`src/hdl/hsv2rgb_pkg.sv`:
```
// ---------------------------------------------------------------------------
// hsv2rgb_pkg - shared types and constants for the HSV to RGB converter
// Hue format, sector codes and default component width.
// ---------------------------------------------------------------------------
package hsv2rgb_pkg;

  localparam int COMPONENT_BITS_DEF = 8;

  // Hue: sector in the bits above the fraction, 256 steps per sector
  localparam int HUE_W  = 11;
  localparam int FRAC_W = 8;
  localparam int SECT_W = HUE_W - FRAC_W;

  localparam logic [HUE_W-1:0]  FULL_TURN  = 11'd1536;
  localparam logic [FRAC_W:0]   FRAC_STEPS = 9'd256;

  // Color wheel sectors, in hue order
  typedef enum logic [SECT_W-1:0] {
    SECT_RED     = 3'd0,
    SECT_YELLOW  = 3'd1,
    SECT_GREEN   = 3'd2,
    SECT_CYAN    = 3'd3,
    SECT_BLUE    = 3'd4,
    SECT_MAGENTA = 3'd5
  } sector_t;

endpackage

```
`src/hdl/hsv2rgb_front.sv`:
```
// ---------------------------------------------------------------------------
// hsv2rgb_front - hue decode and term products
// Four stages: wrap hue and form s*f terms, subtract from 256*M,
// multiply by value, add rounding offsets ahead of the divide by M.
// ---------------------------------------------------------------------------
module hsv2rgb_front
  import hsv2rgb_pkg::*;
#(
  parameter int COMPONENT_BITS = COMPONENT_BITS_DEF
) (
  input  logic                          clk,
  input  logic                          rst_n,
  input  logic                          in_valid,
  output logic                          in_ready,
  input  logic [HUE_W-1:0]              hue,
  input  logic [COMPONENT_BITS-1:0]     sat,
  input  logic [COMPONENT_BITS-1:0]     val,
  output logic                          out_valid,
  input  logic                          out_ready,
  output sector_t                       out_sect,
  output logic [COMPONENT_BITS-1:0]     out_val,
  output logic [2*COMPONENT_BITS-1:0]   out_yp,
  output logic [2*COMPONENT_BITS-1:0]   out_yq,
  output logic [2*COMPONENT_BITS-1:0]   out_yt
);

  localparam int N      = COMPONENT_BITS;
  localparam int BIG_W  = N + FRAC_W;
  localparam int Y_W    = 2 * N;
  localparam int PROD_W = 2 * N + FRAC_W;
  localparam int STAGES = 4;

  localparam logic [N-1:0]      COMP_MAX = {N{1'b1}};
  localparam logic [BIG_W-1:0]  BIG      = {COMP_MAX, {FRAC_W{1'b0}}};
  localparam logic [Y_W-1:0]    HALF_M   = Y_W'(COMP_MAX >> 1);
  localparam logic [PROD_W-1:0] RND_Q    = PROD_W'({COMP_MAX, {(FRAC_W-1){1'b0}}});

  logic [STAGES-1:0] vld_r;
  logic [STAGES-1:0] en;

  // stage 1
  logic [HUE_W-1:0] hue_wrap;
  logic [FRAC_W:0]  frac_c;
  sector_t          s1_sect_r;
  logic [N-1:0]     s1_val_r, s1_ms_r, ms_nxt;
  logic [BIG_W-1:0] s1_sf_r, s1_sfc_r, sf_nxt, sfc_nxt;
  // stage 2
  sector_t          s2_sect_r;
  logic [N-1:0]     s2_val_r, s2_ms_r;
  logic [BIG_W-1:0] s2_aq_r, s2_at_r, aq_nxt, at_nxt;
  // stage 3
  sector_t           s3_sect_r;
  logic [N-1:0]      s3_val_r;
  logic [Y_W-1:0]    s3_pp_r, pp_nxt;
  logic [PROD_W-1:0] s3_pq_r, s3_pt_r, pq_nxt, pt_nxt;
  // stage 4
  logic [PROD_W-1:0] q_sum, t_sum;
  sector_t           s4_sect_r;
  logic [N-1:0]      s4_val_r;
  logic [Y_W-1:0]    s4_yp_r, s4_yq_r, s4_yt_r, yp_nxt, yq_nxt, yt_nxt;

  // A stage loads when it is empty or the next one moves on
  always_comb begin
    en[STAGES-1] = !vld_r[STAGES-1] || out_ready;
    for (int k = STAGES - 2; k >= 0; k--) begin
      en[k] = !vld_r[k] || en[k+1];
    end
  end

  assign in_ready = en[0];

  always_ff @(posedge clk) begin
    if (!rst_n) begin
      vld_r <= '0;
    end else begin
      if (en[0]) begin
        vld_r[0] <= in_valid;
      end
      for (int k = 1; k < STAGES; k++) begin
        if (en[k]) begin
          vld_r[k] <= vld_r[k-1];
        end
      end
    end
  end

  // Stage 1: wrap a full turn, split sector and fraction
  always_comb begin
    hue_wrap = (hue >= FULL_TURN) ? hue - FULL_TURN : hue;
    frac_c   = FRAC_STEPS - {1'b0, hue_wrap[FRAC_W-1:0]};
    sf_nxt   = BIG_W'(sat) * BIG_W'(hue_wrap[FRAC_W-1:0]);
    sfc_nxt  = BIG_W'(sat) * BIG_W'(frac_c);
    ms_nxt   = COMP_MAX - sat;
  end

  // Stage 2: 256*M minus the saturation terms
  assign aq_nxt = BIG - s1_sf_r;
  assign at_nxt = BIG - s1_sfc_r;

  // Stage 3: scale by value
  assign pp_nxt = Y_W'(s2_val_r) * Y_W'(s2_ms_r);
  assign pq_nxt = PROD_W'(s2_val_r) * PROD_W'(s2_aq_r);
  assign pt_nxt = PROD_W'(s2_val_r) * PROD_W'(s2_at_r);

  // Stage 4: fold the round-half-up offset in, drop the fraction scale
  assign q_sum  = s3_pq_r + RND_Q;
  assign t_sum  = s3_pt_r + RND_Q;
  assign yp_nxt = s3_pp_r + HALF_M;
  assign yq_nxt = q_sum[PROD_W-1:FRAC_W];
  assign yt_nxt = t_sum[PROD_W-1:FRAC_W];

  always_ff @(posedge clk) begin
    if (en[0]) begin
      s1_sect_r <= sector_t'(hue_wrap[HUE_W-1:FRAC_W]);
      s1_val_r  <= val;
      s1_ms_r   <= ms_nxt;
      s1_sf_r   <= sf_nxt;
      s1_sfc_r  <= sfc_nxt;
    end
    if (en[1]) begin
      s2_sect_r <= s1_sect_r;
      s2_val_r  <= s1_val_r;
      s2_ms_r   <= s1_ms_r;
      s2_aq_r   <= aq_nxt;
      s2_at_r   <= at_nxt;
    end
    if (en[2]) begin
      s3_sect_r <= s2_sect_r;
      s3_val_r  <= s2_val_r;
      s3_pp_r   <= pp_nxt;
      s3_pq_r   <= pq_nxt;
      s3_pt_r   <= pt_nxt;
    end
    if (en[3]) begin
      s4_sect_r <= s3_sect_r;
      s4_val_r  <= s3_val_r;
      s4_yp_r   <= yp_nxt;
      s4_yq_r   <= yq_nxt;
      s4_yt_r   <= yt_nxt;
    end
  end

  assign out_valid = vld_r[STAGES-1];
  assign out_sect  = s4_sect_r;
  assign out_val   = s4_val_r;
  assign out_yp    = s4_yp_r;
  assign out_yq    = s4_yq_r;
  assign out_yt    = s4_yt_r;

endmodule

```
`src/hdl/hsv2rgb_back.sv`:
```
// ---------------------------------------------------------------------------
// hsv2rgb_back - divide by 2^N-1 and sector permutation
// Two stages: estimate quotient by shift-add, then correct by one and
// route v, p, q, t onto red, green and blue.
// ---------------------------------------------------------------------------
module hsv2rgb_back
  import hsv2rgb_pkg::*;
#(
  parameter int COMPONENT_BITS = COMPONENT_BITS_DEF
) (
  input  logic                          clk,
  input  logic                          rst_n,
  input  logic                          in_valid,
  output logic                          in_ready,
  input  sector_t                       sect,
  input  logic [COMPONENT_BITS-1:0]     val,
  input  logic [2*COMPONENT_BITS-1:0]   yp,
  input  logic [2*COMPONENT_BITS-1:0]   yq,
  input  logic [2*COMPONENT_BITS-1:0]   yt,
  output logic                          out_valid,
  input  logic                          out_ready,
  output logic [COMPONENT_BITS-1:0]     red,
  output logic [COMPONENT_BITS-1:0]     green,
  output logic [COMPONENT_BITS-1:0]     blue
);

  localparam int N     = COMPONENT_BITS;
  localparam int Y_W   = 2 * N;
  localparam int LANES = 3;   // p, q, t

  localparam logic [N-1:0] COMP_MAX = {N{1'b1}};

  logic           vld5_r, vld6_r;
  logic           en5, en6;

  logic [Y_W-1:0] y_in [LANES];
  logic [Y_W-1:0] est_sum [LANES];
  logic [N-1:0]   qa_nxt [LANES];
  logic [Y_W-1:0] s5_y_r [LANES];
  logic [N-1:0]   s5_qa_r [LANES];
  sector_t        s5_sect_r;
  logic [N-1:0]   s5_val_r;

  logic [Y_W-1:0] rem [LANES];
  logic [N-1:0]   quo [LANES];
  logic [N-1:0]   red_nxt, green_nxt, blue_nxt;
  logic [N-1:0]   red_r, green_r, blue_r;

  assign en6      = !vld6_r || out_ready;
  assign en5      = !vld5_r || en6;
  assign in_ready = en5;

  always_ff @(posedge clk) begin
    if (!rst_n) begin
      vld5_r <= 1'b0;
      vld6_r <= 1'b0;
    end else begin
      if (en5) begin
        vld5_r <= in_valid;
      end
      if (en6) begin
        vld6_r <= vld5_r;
      end
    end
  end

  assign y_in[0] = yp;
  assign y_in[1] = yq;
  assign y_in[2] = yt;

  // Stage 5: y/M ~ (y + y>>N) >> N, low by at most one
  always_comb begin
    for (int i = 0; i < LANES; i++) begin
      est_sum[i] = y_in[i] + (y_in[i] >> N);
      qa_nxt[i]  = est_sum[i][Y_W-1:N];
    end
  end

  // Stage 6: remainder check, bump the estimate when it reaches M
  always_comb begin
    for (int i = 0; i < LANES; i++) begin
      rem[i] = s5_y_r[i] - {s5_qa_r[i], {N{1'b0}}} + Y_W'(s5_qa_r[i]);
      quo[i] = (rem[i] >= Y_W'(COMP_MAX)) ? s5_qa_r[i] + 1'b1 : s5_qa_r[i];
    end
    case (s5_sect_r)
      SECT_RED: begin
        red_nxt = s5_val_r; green_nxt = quo[2];   blue_nxt = quo[0];
      end
      SECT_YELLOW: begin
        red_nxt = quo[1];   green_nxt = s5_val_r; blue_nxt = quo[0];
      end
      SECT_GREEN: begin
        red_nxt = quo[0];   green_nxt = s5_val_r; blue_nxt = quo[2];
      end
      SECT_CYAN: begin
        red_nxt = quo[0];   green_nxt = quo[1];   blue_nxt = s5_val_r;
      end
      SECT_BLUE: begin
        red_nxt = quo[2];   green_nxt = quo[0];   blue_nxt = s5_val_r;
      end
      default: begin
        red_nxt = s5_val_r; green_nxt = quo[0];   blue_nxt = quo[1];
      end
    endcase
  end

  always_ff @(posedge clk) begin
    if (en5) begin
      for (int i = 0; i < LANES; i++) begin
        s5_y_r[i]  <= y_in[i];
        s5_qa_r[i] <= qa_nxt[i];
      end
      s5_sect_r <= sect;
      s5_val_r  <= val;
    end
    if (en6) begin
      red_r   <= red_nxt;
      green_r <= green_nxt;
      blue_r  <= blue_nxt;
    end
  end

  assign out_valid = vld6_r;
  assign red       = red_r;
  assign green     = green_r;
  assign blue      = blue_r;

endmodule

```
`src/hdl/hsv_to_rgb_converter.sv`:
```
// ---------------------------------------------------------------------------
// hsv_to_rgb_converter - streaming HSV to RGB pixel converter
// One pixel in, one pixel out; six-stage pipeline with per-stage valids.
// ---------------------------------------------------------------------------
// Usage:
//   Input beats carry hue, saturation and brightness on in_tdata; output
//   beats carry red, green and blue on out_tdata. A beat moves when tvalid
//   and tready are both high at a rising clock edge.
//   Hue counts 256 steps per color wheel sector, 1536 per turn; values
//   from 1536 up wrap by one turn. Components use 2^N-1 as full scale.
//   On the way from input beat to output beat, four stages form
//   the v*(M-s) and v*(256M - s*f) products, two more divide by M (shift-add
//   estimate plus a one-step correction) and select the sector permutation.
//   With no stall, one pixel per cycle; each stage holds at most one beat.
//   When the receiver drops out_tready, full stages hold while empty stages
//   still advance, so in_tready stays high until every stage holds a beat.
//   Synchronous reset (rst_n low) empties the pipeline; no beat is lost or
//   repeated across a stall.
// ---------------------------------------------------------------------------
module hsv_to_rgb_converter
  import hsv2rgb_pkg::*;
#(
  parameter int COMPONENT_BITS = COMPONENT_BITS_DEF
) (
  input  logic clk,
  input  logic rst_n,
  // in_tdata, low bit up: hue, saturation, brightness, zero pad
  input  logic                                                  in_tvalid,
  output logic                                                  in_tready,
  input  logic [((HUE_W + 2*COMPONENT_BITS + 7) / 8) * 8 - 1:0] in_tdata,
  // out_tdata, low bit up: red, green, blue, zero pad
  output logic                                                  out_tvalid,
  input  logic                                                  out_tready,
  output logic [((3*COMPONENT_BITS + 7) / 8) * 8 - 1:0]         out_tdata
);

  localparam int N      = COMPONENT_BITS;
  localparam int OUT_TW = ((3 * N + 7) / 8) * 8;

  // Unpack the input beat
  logic [HUE_W-1:0] hue;
  logic [N-1:0]     saturation, brightness;

  assign hue        = in_tdata[HUE_W-1:0];
  assign saturation = in_tdata[HUE_W+N-1:HUE_W];
  assign brightness = in_tdata[HUE_W+2*N-1:HUE_W+N];

  // Front to back hand-off
  logic           mid_valid, mid_ready;
  sector_t        mid_sect;
  logic [N-1:0]   mid_val;
  logic [2*N-1:0] mid_yp, mid_yq, mid_yt;

  logic [N-1:0]   red, green, blue;

  // Hue decode, saturation terms, value products, rounding offsets
  hsv2rgb_front #(
    .COMPONENT_BITS (N)
  ) u_front (
    .clk       (clk),
    .rst_n     (rst_n),
    .in_valid  (in_tvalid),
    .in_ready  (in_tready),
    .hue       (hue),
    .sat       (saturation),
    .val       (brightness),
    .out_valid (mid_valid),
    .out_ready (mid_ready),
    .out_sect  (mid_sect),
    .out_val   (mid_val),
    .out_yp    (mid_yp),
    .out_yq    (mid_yq),
    .out_yt    (mid_yt)
  );

  // Divide by full scale, permute by sector, hold the output register
  hsv2rgb_back #(
    .COMPONENT_BITS (N)
  ) u_back (
    .clk       (clk),
    .rst_n     (rst_n),
    .in_valid  (mid_valid),
    .in_ready  (mid_ready),
    .sect      (mid_sect),
    .val       (mid_val),
    .yp        (mid_yp),
    .yq        (mid_yq),
    .yt        (mid_yt),
    .out_valid (out_tvalid),
    .out_ready (out_tready),
    .red       (red),
    .green     (green),
    .blue      (blue)
  );

  // Pack the output beat, pad with zeros to whole bytes
  assign out_tdata = OUT_TW'({blue, green, red});

endmodule

```
`config.mk`:
```
export PLATFORM = sky130hd
export DESIGN_NAME = hsv_to_rgb_converter
export DESIGN_NICKNAME = d
export VERILOG_FILES = /design/src/hdl/hsv2rgb_pkg.sv /design/src/hdl/hsv2rgb_front.sv /design/src/hdl/hsv2rgb_back.sv /design/src/hdl/hsv_to_rgb_converter.sv
export SDC_FILE = /design/constraint.sdc
export NUM_CORES = 1
export LEC_CHECK = 0
export BUFFER_PORTS_ARGS = -buffer_cell sky130_fd_sc_hd__buf_4
export CAP_MARGIN = 15
export CORE_MARGIN = 4
export CORE_UTILIZATION = 30
export DETAILED_ROUTE_END_ITERATION = 12
export PLACE_DENSITY = 0.51
export REMOVE_ABC_BUFFERS = 1
export SETUP_SLACK_MARGIN = 0.4
export SLEW_MARGIN = 10
export SYNTH_ARGS = -nofsm -noshare
export SYNTH_HDL_FRONTEND = slang
export SYNTH_SLANG_ARGS = --single-unit
```
`constraint.sdc`:
```
create_clock -name clk -period 7.7 [get_ports clk]
set_input_delay 1.54 -clock clk [delete_from_list [all_inputs] [get_ports clk]]
set_output_delay 1.54 -clock clk [all_outputs]
set_load 0.05 [all_outputs]
```
-- Word level (Yosys, flattened, before mapping)
Memories as Yosys holds them, arrays and structs flattened.
Cells that the tools add are included.
- flip-flop bits (word level): 277
- RAM bits: 72
- input port bits: 36
- output and inout port bits: 26
- logic and storage cells: 92
- memories kept: 2
- memory list (name ; depth ; width ; rd ports ; clocked after Yosys merged registers in ; write ports ; line ; RTL):
    u_back.s5_y_r ; 3 ; 16 ; 3 ; 0 ; 3 ; hsv2rgb_back.sv:39 ; logic [Y_W-1:0] s5_y_r [LANES];
    u_back.s5_qa_r ; 3 ; 8 ; 3 ; 0 ; 3 ; hsv2rgb_back.sv:40 ; logic [N-1:0] s5_qa_r [LANES];
- add/sub/neg operators: 20
- $mul: 5
- magnitude comparators: 4
- equality and inequality tests: 4
- muxes and demuxes: 9
- reduce and logical (&&, ||, !) cells: 17
- operators by type and width (operator ; count):
    16-bit by 8-bit adder with 16-bit output ; 6
    8-bit one-hot mux with 3 select lines ; 3
    24-bit by 15-bit adder with 24-bit output, second input constant ; 2
    16-bit by 8-bit greater-or-equal comparator with 1-bit output, second input constant ; 3
    8-bit by 16-bit multiplier with 24-bit output ; 2
    16-bit subtractor ; 3
    8-bit by 8-bit multiplier with 16-bit output ; 2
    16-bit subtractor, first input constant ; 2
    8-bit by 1-bit adder with 8-bit output, second input constant ; 3
    8-bit two-way mux ; 3
    16-bit by 7-bit adder with 16-bit output, second input constant ; 1
    8-bit by 9-bit multiplier with 16-bit output ; 1
    11-bit greater-or-equal comparator, second input constant ; 1
    11-bit two-way mux ; 1
    11-bit subtractor, second input constant ; 1
    9-bit by 8-bit subtractor with 9-bit output, first input constant ; 1
    2-bit OR reduction ; 4
    8-bit subtractor, first input constant ; 1
    3-bit by 2-bit equality test with 1-bit output, second input constant ; 2
    1-bit zero test ; 6
    1-bit logical OR ; 6
    3-bit by 1-bit equality test with 1-bit output, second input constant ; 1
    3-bit equality test, second input constant ; 1
    3-bit zero test ; 1
    1-bit two-way mux ; 2

-- Longest topological paths before layout
Gate-level depths: netlist (run 1).
- depth in word-level cells: 7
- depth in mapped cells: 22
- depth with buffers taken out: 22

-- Modules after synthesis
A second synthesis (run 1) with hierarchy kept.
- cell total of the unflattened synthesis: 2996
- area, all modules: 30942.2 um^2
- modules (own cells, without submodules) (module ; instances ; cells each ; area an instance (um^2) ; seq. area each (um^2)):
    hsv2rgb_front ; 1 ; 2091 ; 22181.3 ; 6686.4
    hsv2rgb_back ; 1 ; 905 ; 8760.9 ; 3253.1

-- Worst setup path before layout (run 1)
Ideal clock, no wire load.
- path type: input to register
- start: input port in_tdata[4]
- end: register u_front.s1_sfc_r[13], data pin
- setup time: 0.258 ns
- data arrival time: 6.060 ns
- required time: 7.442 ns
- path slack: 1.382 ns
- stages on the path: 21
- path buffers: 1
- cells stage by stage: clkbuf_1 > nor3_1 > nand3_1 > xor2_1 > nand2_1 > fa_1 > fa_1 > inv_1 > fa_1 > inv_1 > fa_1 > inv_1 > ha_1 > a21boi_0 > o21ai_0 > a21boi_0 > o21ai_0 > a21boi_0 > o21ai_0 > nor2b_1 > xnor2_1
- longest elaborated chain between the ends: 4
- elaborated cells between the ends (all ways): 5
- classes of those cells: add/sub: 2; mul: 1; order compare: 1; mux: 1
- ends and longest elaborated chain (item ; line ; RTL):
    start: declaration ; hsv_to_rgb_converter.sv:30 ; input logic [((HUE_W + 2*COMPONENT_BITS + 7) / 8) * 8 - 1:0] in_tdata,
    11-bit subtractor / 11-bit greater-or-equal comparator (equally long branches) ; hsv2rgb_front.sv:89 ; hue_wrap = (hue >= FULL_TURN) ? hue - FULL_TURN : hue;
    11-bit two-way mux * ; hsv2rgb_front.sv:89 ;
    9-bit by 8-bit subtractor with 9-bit output * ; hsv2rgb_front.sv:90 ; frac_c = FRAC_STEPS - {1'b0, hue_wrap[FRAC_W-1:0]};
    8-bit by 9-bit multiplier with 16-bit output * ; hsv2rgb_front.sv:92 ; sfc_nxt = BIG_W'(sat) * BIG_W'(frac_c);
    via u_front.sfc_nxt[13] ; hsv2rgb_front.sv:46 ; logic [BIG_W-1:0] s1_sf_r, s1_sfc_r, sf_nxt, sfc_nxt;
    end signal: assignment ; hsv2rgb_front.sv:118 ; s1_sfc_r <= sfc_nxt;
    end: declaration ; hsv2rgb_front.sv:46 ;
Mark *: on every way through the listed nets, which the timed path passes. The rest lies on a longest branch.
A chain may end at the register's enable or synchronous reset.

-- Worst setup path in the final report (run 1)
- start: input port in_tdata[0]
- end: register u_front.s1_sfc_r[13], data pin
The elaborated chain is that of the path after synthesis.

==> flow_summary.toml, run 1 <==
[synthesis]
yosys_most_used_dff = "edfxtp_1"
ys_seq_elements = 333
synth-xor-area-share_pct = 5.73
netlist_area_um2 = 30600
synth.distinct_cells = 79
synth_compound_area_share_pct = 6.84
synthTopCellsByArea = "edfxtp_1 (32%), fa_1 (18%), ha_1 (13%)"
synth.largest_area_cell = "edfxtp_1"
synth.area.mux_share_pct = 0.979
syn_avg_cell_area_um2 = 10.3
synth_top_area_share_pct = 32.1
synthSimpleGateAreaFrac_pct = 16.1
ys_warn_count = 0
synth-async-reset-ratio_pct = 0
synthAdderAreaFrac_pct = 30.8
synth-seq-area-share_pct = 32.5
synth_common_cells = "inv_1 (498), edfxtp_1 (327), ha_1 (306), and2_1 (302), fa_1 (279)"
netlist_instances = 2963
synth_edf_count = 327
synth_top_family_by_area = "adder cells"
yosysMostFrequentCell = "inv_1"

[min_path]
hold_path.startpoint = "u_front.s1_ms_r[2]$_DFFE_PP_"
hold_end = "u_front.s2_ms_r[2]$_DFFE_PP_"
hold_class = "register to register"
whs_path_depth = 0

[cts]
cts.sinks = 333
numCtsBuffers = 41
htreeDepth = 2
cts_root_buffer = "clkbuf_16"
ctsResizeCount = 0
clk_pin_slew_ns = 0.06
post_cts_buffers = 0
clk_latency_ns = 0.57
cts_tree = "yes"
holdBufCountCts = 0
cts_buffer_depth = 3

[detailed_routing]
ant_nets = 0
drt_pre_antenna_iters = 7
drt-initial-drc-count = 1083
vias = 19800
wl_mm = 62.6
wire_per_inst_um = 14.2
drc = 0
vias_per_cell = 4.49

[floorplan]
ios = 62
chipWidth_um = 327
dieArea_um2 = 107000
core_um2 = 101000
fp.dieH_um = 327
row_count = 116
start_util_pct = 30.4

[critical_path]
path_common_cell = "o21ai_0"
critical_path.slowest_cell = "xnor2_1"
required_ns = 8.00
reg2reg_to = "u_front.s3_pq_r[23]$_DFFE_PP_"
cp_num_buf_inv = 5
cp_top_family = "adder cells"
critPathLaunchType = "primary input"
r2r_start = "u_front.s2_val_r[2]$_DFFE_PP_"
critPathArrivalTime_ns = 6.67
cp_max_fo = 8
reg2reg_depth = 19
crit_path_end_kind = "register"
path_cells = "buf_4, clkinv_1, ha_1, xnor2_1, nand2_1, fa_1, inv_1, fa_1, ha_1, inv_1, fa_1, inv_1, ha_1, nor2b_1, o21ai_0, a21boi_0, o21ai_0, a21boi_0, o21ai_0, a21boi_0, o21ai_0, nor2b_1, xnor2_1"
r2r_setup_slack_ns = 1.90
worstSetupPathType = "primary input to register"
slowest_delay_ns = 0.54

[run]
cap_violations = 0

[timing]
slew_headroom_pct = 28.5
max_slew.worst_pin.slew_ns = 1.07
setup_viol = 0
finClkSkew_ns = 0.0220
finalCritPeriodShare_pct = 82.8
min_period_ns = 6.37
hold_viol_final = 0
fmax_mhz = 157
whs_ns = 0.413
maxSlewViolCount = 0
grt_setup_unrepaired = "no"
setup-tns-final_ns = 0

[global_route]
grt.overflow.total = 0
antenna_found_initial = 0
grt_max_degree = 84
grt_pass1_vias = 20400
gr-usage-all-layers_pct = 12.0
grt_pass1_wl_mm = 107

[placed_design]
place_congestion = 0.819
dpl.hpwl_mm = 48.8
placed_cells = 4326
place.port_buffers = 56
post_dp_cell_area_um2 = 32600

[run_status]
outcome = "completed"

[finish]
final_cells = 4402
drive_gt1_share_pct = 5.81
n_antenna_cell = 0
syn2layout_area_growth_pct = 11.2
layout.nets = 3633
fin_area_um2 = 34000
final cells by class:
type | instances | area (µm²)
flip-flops and latches | 333 | 9940
repair buffers | 77 | 578
inverters | 502 | 1880
well taps | 1357 | 1700
fillers | 10200 | 66600
multi-input cells | 2057 | 18500
clock inverters | 26 | 304
clock buffers | 50 | 1090
registers in the layout, indices dropped and copies added (netlist names), 4 cells and up:
name	cells
u_front.out_val	8
u_front.s1_sf_r	15
u_front.s3_pq_r	17
u_front.out_yq	16
u_front.s1_sfc_r	16
u_front.s2_val_r	8
u_front.s1_ms_r	8
u_front.s3_val_r	8
u_back.s5_qa_r	24
u_back.blue	8
u_back.s5_val_r	8
u_front.s3_pt_r	17
u_front.s1_val_r	8
u_front.s3_pp_r	16
u_front.s2_aq_r	15
u_front.s2_ms_r	8
u_back.red	8
u_back.s5_y_r	48
u_front.s2_at_r	16
u_front.out_yp	16
u_front.vld_r	4
u_back.green	8
u_front.out_yt	16
per-layer routing:
metal / vias up / share of wire, % / GRT usage [%]
li1: 9900 / - / -
met1: 9544 / 51 / 17.5
met2: 245 / 45 / 19.2
met3: 64 / 3.1 / 1.62
met4: 0 / 1.5 / 2.35
met5: - / 0 / 0
worst max-delay path by stage:
stage,end,startpoint,cells past startpoint
after floorplan,u_front.s1_sfc_r[13]$_DFFE_PP_,in_tdata[0],21
after global placement,u_front.s1_sfc_r[13]$_DFFE_PP_,in_tdata[0],23
after detailed placement,u_front.s1_sfc_r[13]$_DFFE_PP_,in_tdata[0],21
after CTS,u_front.s1_sfc_r[13]$_DFFE_PP_,in_tdata[0],23
after global routing,u_front.s1_sfc_r[13]$_DFFE_PP_,in_tdata[0],23
final,u_front.s1_sfc_r[13]$_DFFE_PP_,in_tdata[0],23
per-stage QoR:
step                      utilization (%)  worst slack (ns)
after CTS                            33.8              1.30
after detailed placement             32.4             0.715
after floorplan                         -              1.44
after global routing                 33.8             0.771
after global placement               32.4             0.655
final                                33.8              1.33
placed cells by master (no fill, tap or decap), types with 7 or more instances in the layout:
cell / count
and3_1: 23
nand3b_1: 8
clkinv_1: 7
buf_4: 77
nand3_1: 37
xnor2_1: 132
o31ai_1: 8
nand2_1: 237
o221ai_1: 9
nand2b_1: 21
a21oi_1: 78
edfxtp_1: 327
a211oi_1: 14
nand4_1: 16
or3_1: 16
mux2i_1: 25
o2111ai_1: 8
fa_1: 279
xor2_1: 68
ha_1: 306
clkbuf_1: 7
inv_1: 496
nor4_1: 21
a21o_1: 23
clkinv_2: 8
o21ai_0: 73
nor3_1: 44
clkbuf_16: 42
and2_1: 302
a31o_2: 9
o211ai_1: 14
nor2_1: 132
o21a_1: 14
a21boi_0: 12
nor2b_1: 27
cell families after synthesis:
| family | Yosys count |
|---|---|
| flip-flops | 333 |
| adder cells (fa/ha/maj) | 585 |
| XOR/XNOR | 200 |
| AND/OR/NAND/NOR | 925 |
| buffers and inverters | 573 |
| AO/OA/AOI/OAI | 318 |
| multiplexers | 29 |
Power of run 1 is left out: the tool's default activity adds up to more than one toggle a clock period on the data nets, which glitch-free logic cannot reach.
==> run 2, diff against run 1 <==
Settings changed: PLACE_DENSITY 0.51 to 0.53.
Clock period 7.7 ns to 5.75 ns, I/O delays scaled along.
==> flow_summary.toml, run 2 (synthesis results as in run 1) <==
[run_status]
outcome = "completed"

[timing]
maxSlewViolCount = 0
finClkSkew_ns = 0.0156
min_period_ns = 5.22
fmax_mhz = 192
hold_viol_final = 0
max_slew.worst_pin.slew_ns = 1.07
worst_slack_ns = 0.532
grt_setup_unrepaired = "yes"
finalCritPeriodShare_pct = 90.7
setup_viol = 0
slew_headroom_pct = 28.8

[detailed_routing]
wire_per_inst_um = 14.0
drt-initial-drc-count = 945
drt_pre_antenna_iters = 5
vias = 20000
drc = 0
vias_per_cell = 4.47
wl_mm = 62.8
ant_nets = 0

[cts]
cts.sinks = 333
cts_buffer_depth = 3
clk_latency_ns = 0.56
cts_root_buffer = "clkbuf_16"
numCtsBuffers = 39
cts_tree = "yes"
holdBufCountCts = 0
clk_pin_slew_ns = 0.06
htreeDepth = 2

[floorplan]
ios = 62
fp.dieH_um = 327
start_util_pct = 30.4
core_um2 = 101000
dieArea_um2 = 107000
row_count = 116
chipWidth_um = 327

[finish]
num-fill-cells = 10200
drive_gt1_share_pct = 9.16
top_regs = "u_back.s5_y_r (48), u_back.s5_qa_r (24)"
regMostFlops = "u_back.s5_y_r"
syn2layout_area_growth_pct = 13.5
layout.nets = 3705
layout_commonest_cell = "inv_1"
layout_common_cells = "inv_1 (496), edfxtp_1 (327), ha_1 (304), and2_1 (302), fa_1 (278)"
n_antenna_cell = 0
area.sequential_um2 = 9940
largest_reg_flops = 48
multi_input_area_um2 = 18700

[global_route]
grt_pass1_vias = 20500
antenna_found_initial = 1
grt_max_degree = 84
gr-usage-all-layers_pct = 12.0
grt.overflow.total = 0
grt_pass1_wl_mm = 107

[critical_path]
critPathLaunchType = "primary input"
cp_top_family = "adder cells"
worstSetupPathType = "primary input to register"
crit_path_end_kind = "register"
path_cells = "buf_4, clkinvlp_4, ha_4, buf_4, nand3b_1, xor2_2, buf_4, nand2_1, fa_1, inv_1, fa_1, fa_1, inv_1, fa_1, inv_1, ha_1, a21boi_4, o21ai_2, a21boi_2, o21ai_2, nor2b_2, xnor2_1"
cp_num_buf_inv = 7
worstSetupStartpoint = "in_tdata[0]"
cp_max_fo = 4
slowest_delay_ns = 0.52
path_common_cell = "fa_1"
critical_path.slowest_cell = "fa_1"
cp.depth = 22
critPathArrivalTime_ns = 5.53
r2r_start = "u_front.s2_val_r[7]$_DFFE_PP_"
reg2reg_depth = 18
required_ns = 6.06

[min_path]
hold_path.startpoint = "u_front.s1_val_r[0]$_DFFE_PP_"
hold_class = "register to register"
whs_path_depth = 0

[placed_design]
place_congestion = 0.828
place.port_buffers = 56
pre_cts_slack_ns = -0.451
dpl.hpwl_mm = 49.5

[run]
cap_violations = 0
run 2: cell types whose count changed in the layout (fill, tap and decap cells not counted), sizes merged:
| cell | before | now |
|---|---|---|
| clkbuf | 50 | 45 |
| clkinvlp | 1 | 3 |
| clkinv | 18 | 15 |
| inv | 504 | 505 |
| buf | 77 | 151 |
| bufinv | 5 | 4 |
run 2: layer usage:
| metal | up-vias | GRT usage, % | share of wire [%] |
|---|---|---|---|
| li1 | 10000 | - | - |
| met1 | 9605 | 17.3 | 50 |
| met2 | 257 | 19.2 | 45 |
| met3 | 59 | 1.48 | 3.1 |
| met4 | 2 | 2.61 | 1.8 |
| met5 | - | 0 | 0.014 |
run 2: area by class of cell:
cell class / count / share of cell area [%]
multi-input combinational: 2057 / 53.9
sequential: 333 / 28.6
inverter: 502 / 5.44
tap: 1357 / 4.89
timing repair buffer: 151 / 3.42
clock buffer: 45 / 2.94
clock inverter: 25 / 0.811
run 2: stage by stage:
| stage | TNS, ns | instances | hold slack [ns] | utilization (%) | instance area [µm²] |
|---|---|---|---|---|---|
| 3_3_place_gp | -0.965 | 4387 | 0.401 | 32.9 | 33100 |
| 2_1_floorplan | -0.202 | 2892 | 0.400 | - | 30300 |
| 6_report | 0 | 4470 | 0.417 | 34.5 | 34700 |
| 3_5_place_dp | -1.28 | 4387 | 0.405 | 32.9 | 33100 |
| 4_1_cts | 0 | 4464 | 0.419 | 34.3 | 34500 |
| 5_1_grt | 0 | 4470 | 0.425 | 34.5 | 34700 |
run 2: final timing paths:
| path | endpoint | slack, ns |
|---|---|---|
| hold reg to reg | u_front.s2_val_r[0]$_DFFE_PP_ | 0.42 |
| setup / recovery | u_front.s1_sfc_r[13]$_DFFE_PP_ | 0.53 |
| hold / removal | u_front.s2_val_r[0]$_DFFE_PP_ | 0.42 |
| setup reg to reg | u_front.s3_pt_r[23]$_DFFE_PP_ | 0.65 |
run 2: repair_timing:
item,4_1_cts,5_1_grt
endpoints found under the hold margin,0,0
setup endpoints to repair,8,16
gates cloned,0,0
setup buffers,7,6
pin swaps,0,24
gates resized for setup,10,51
Power of run 2 is left out for the same reason.
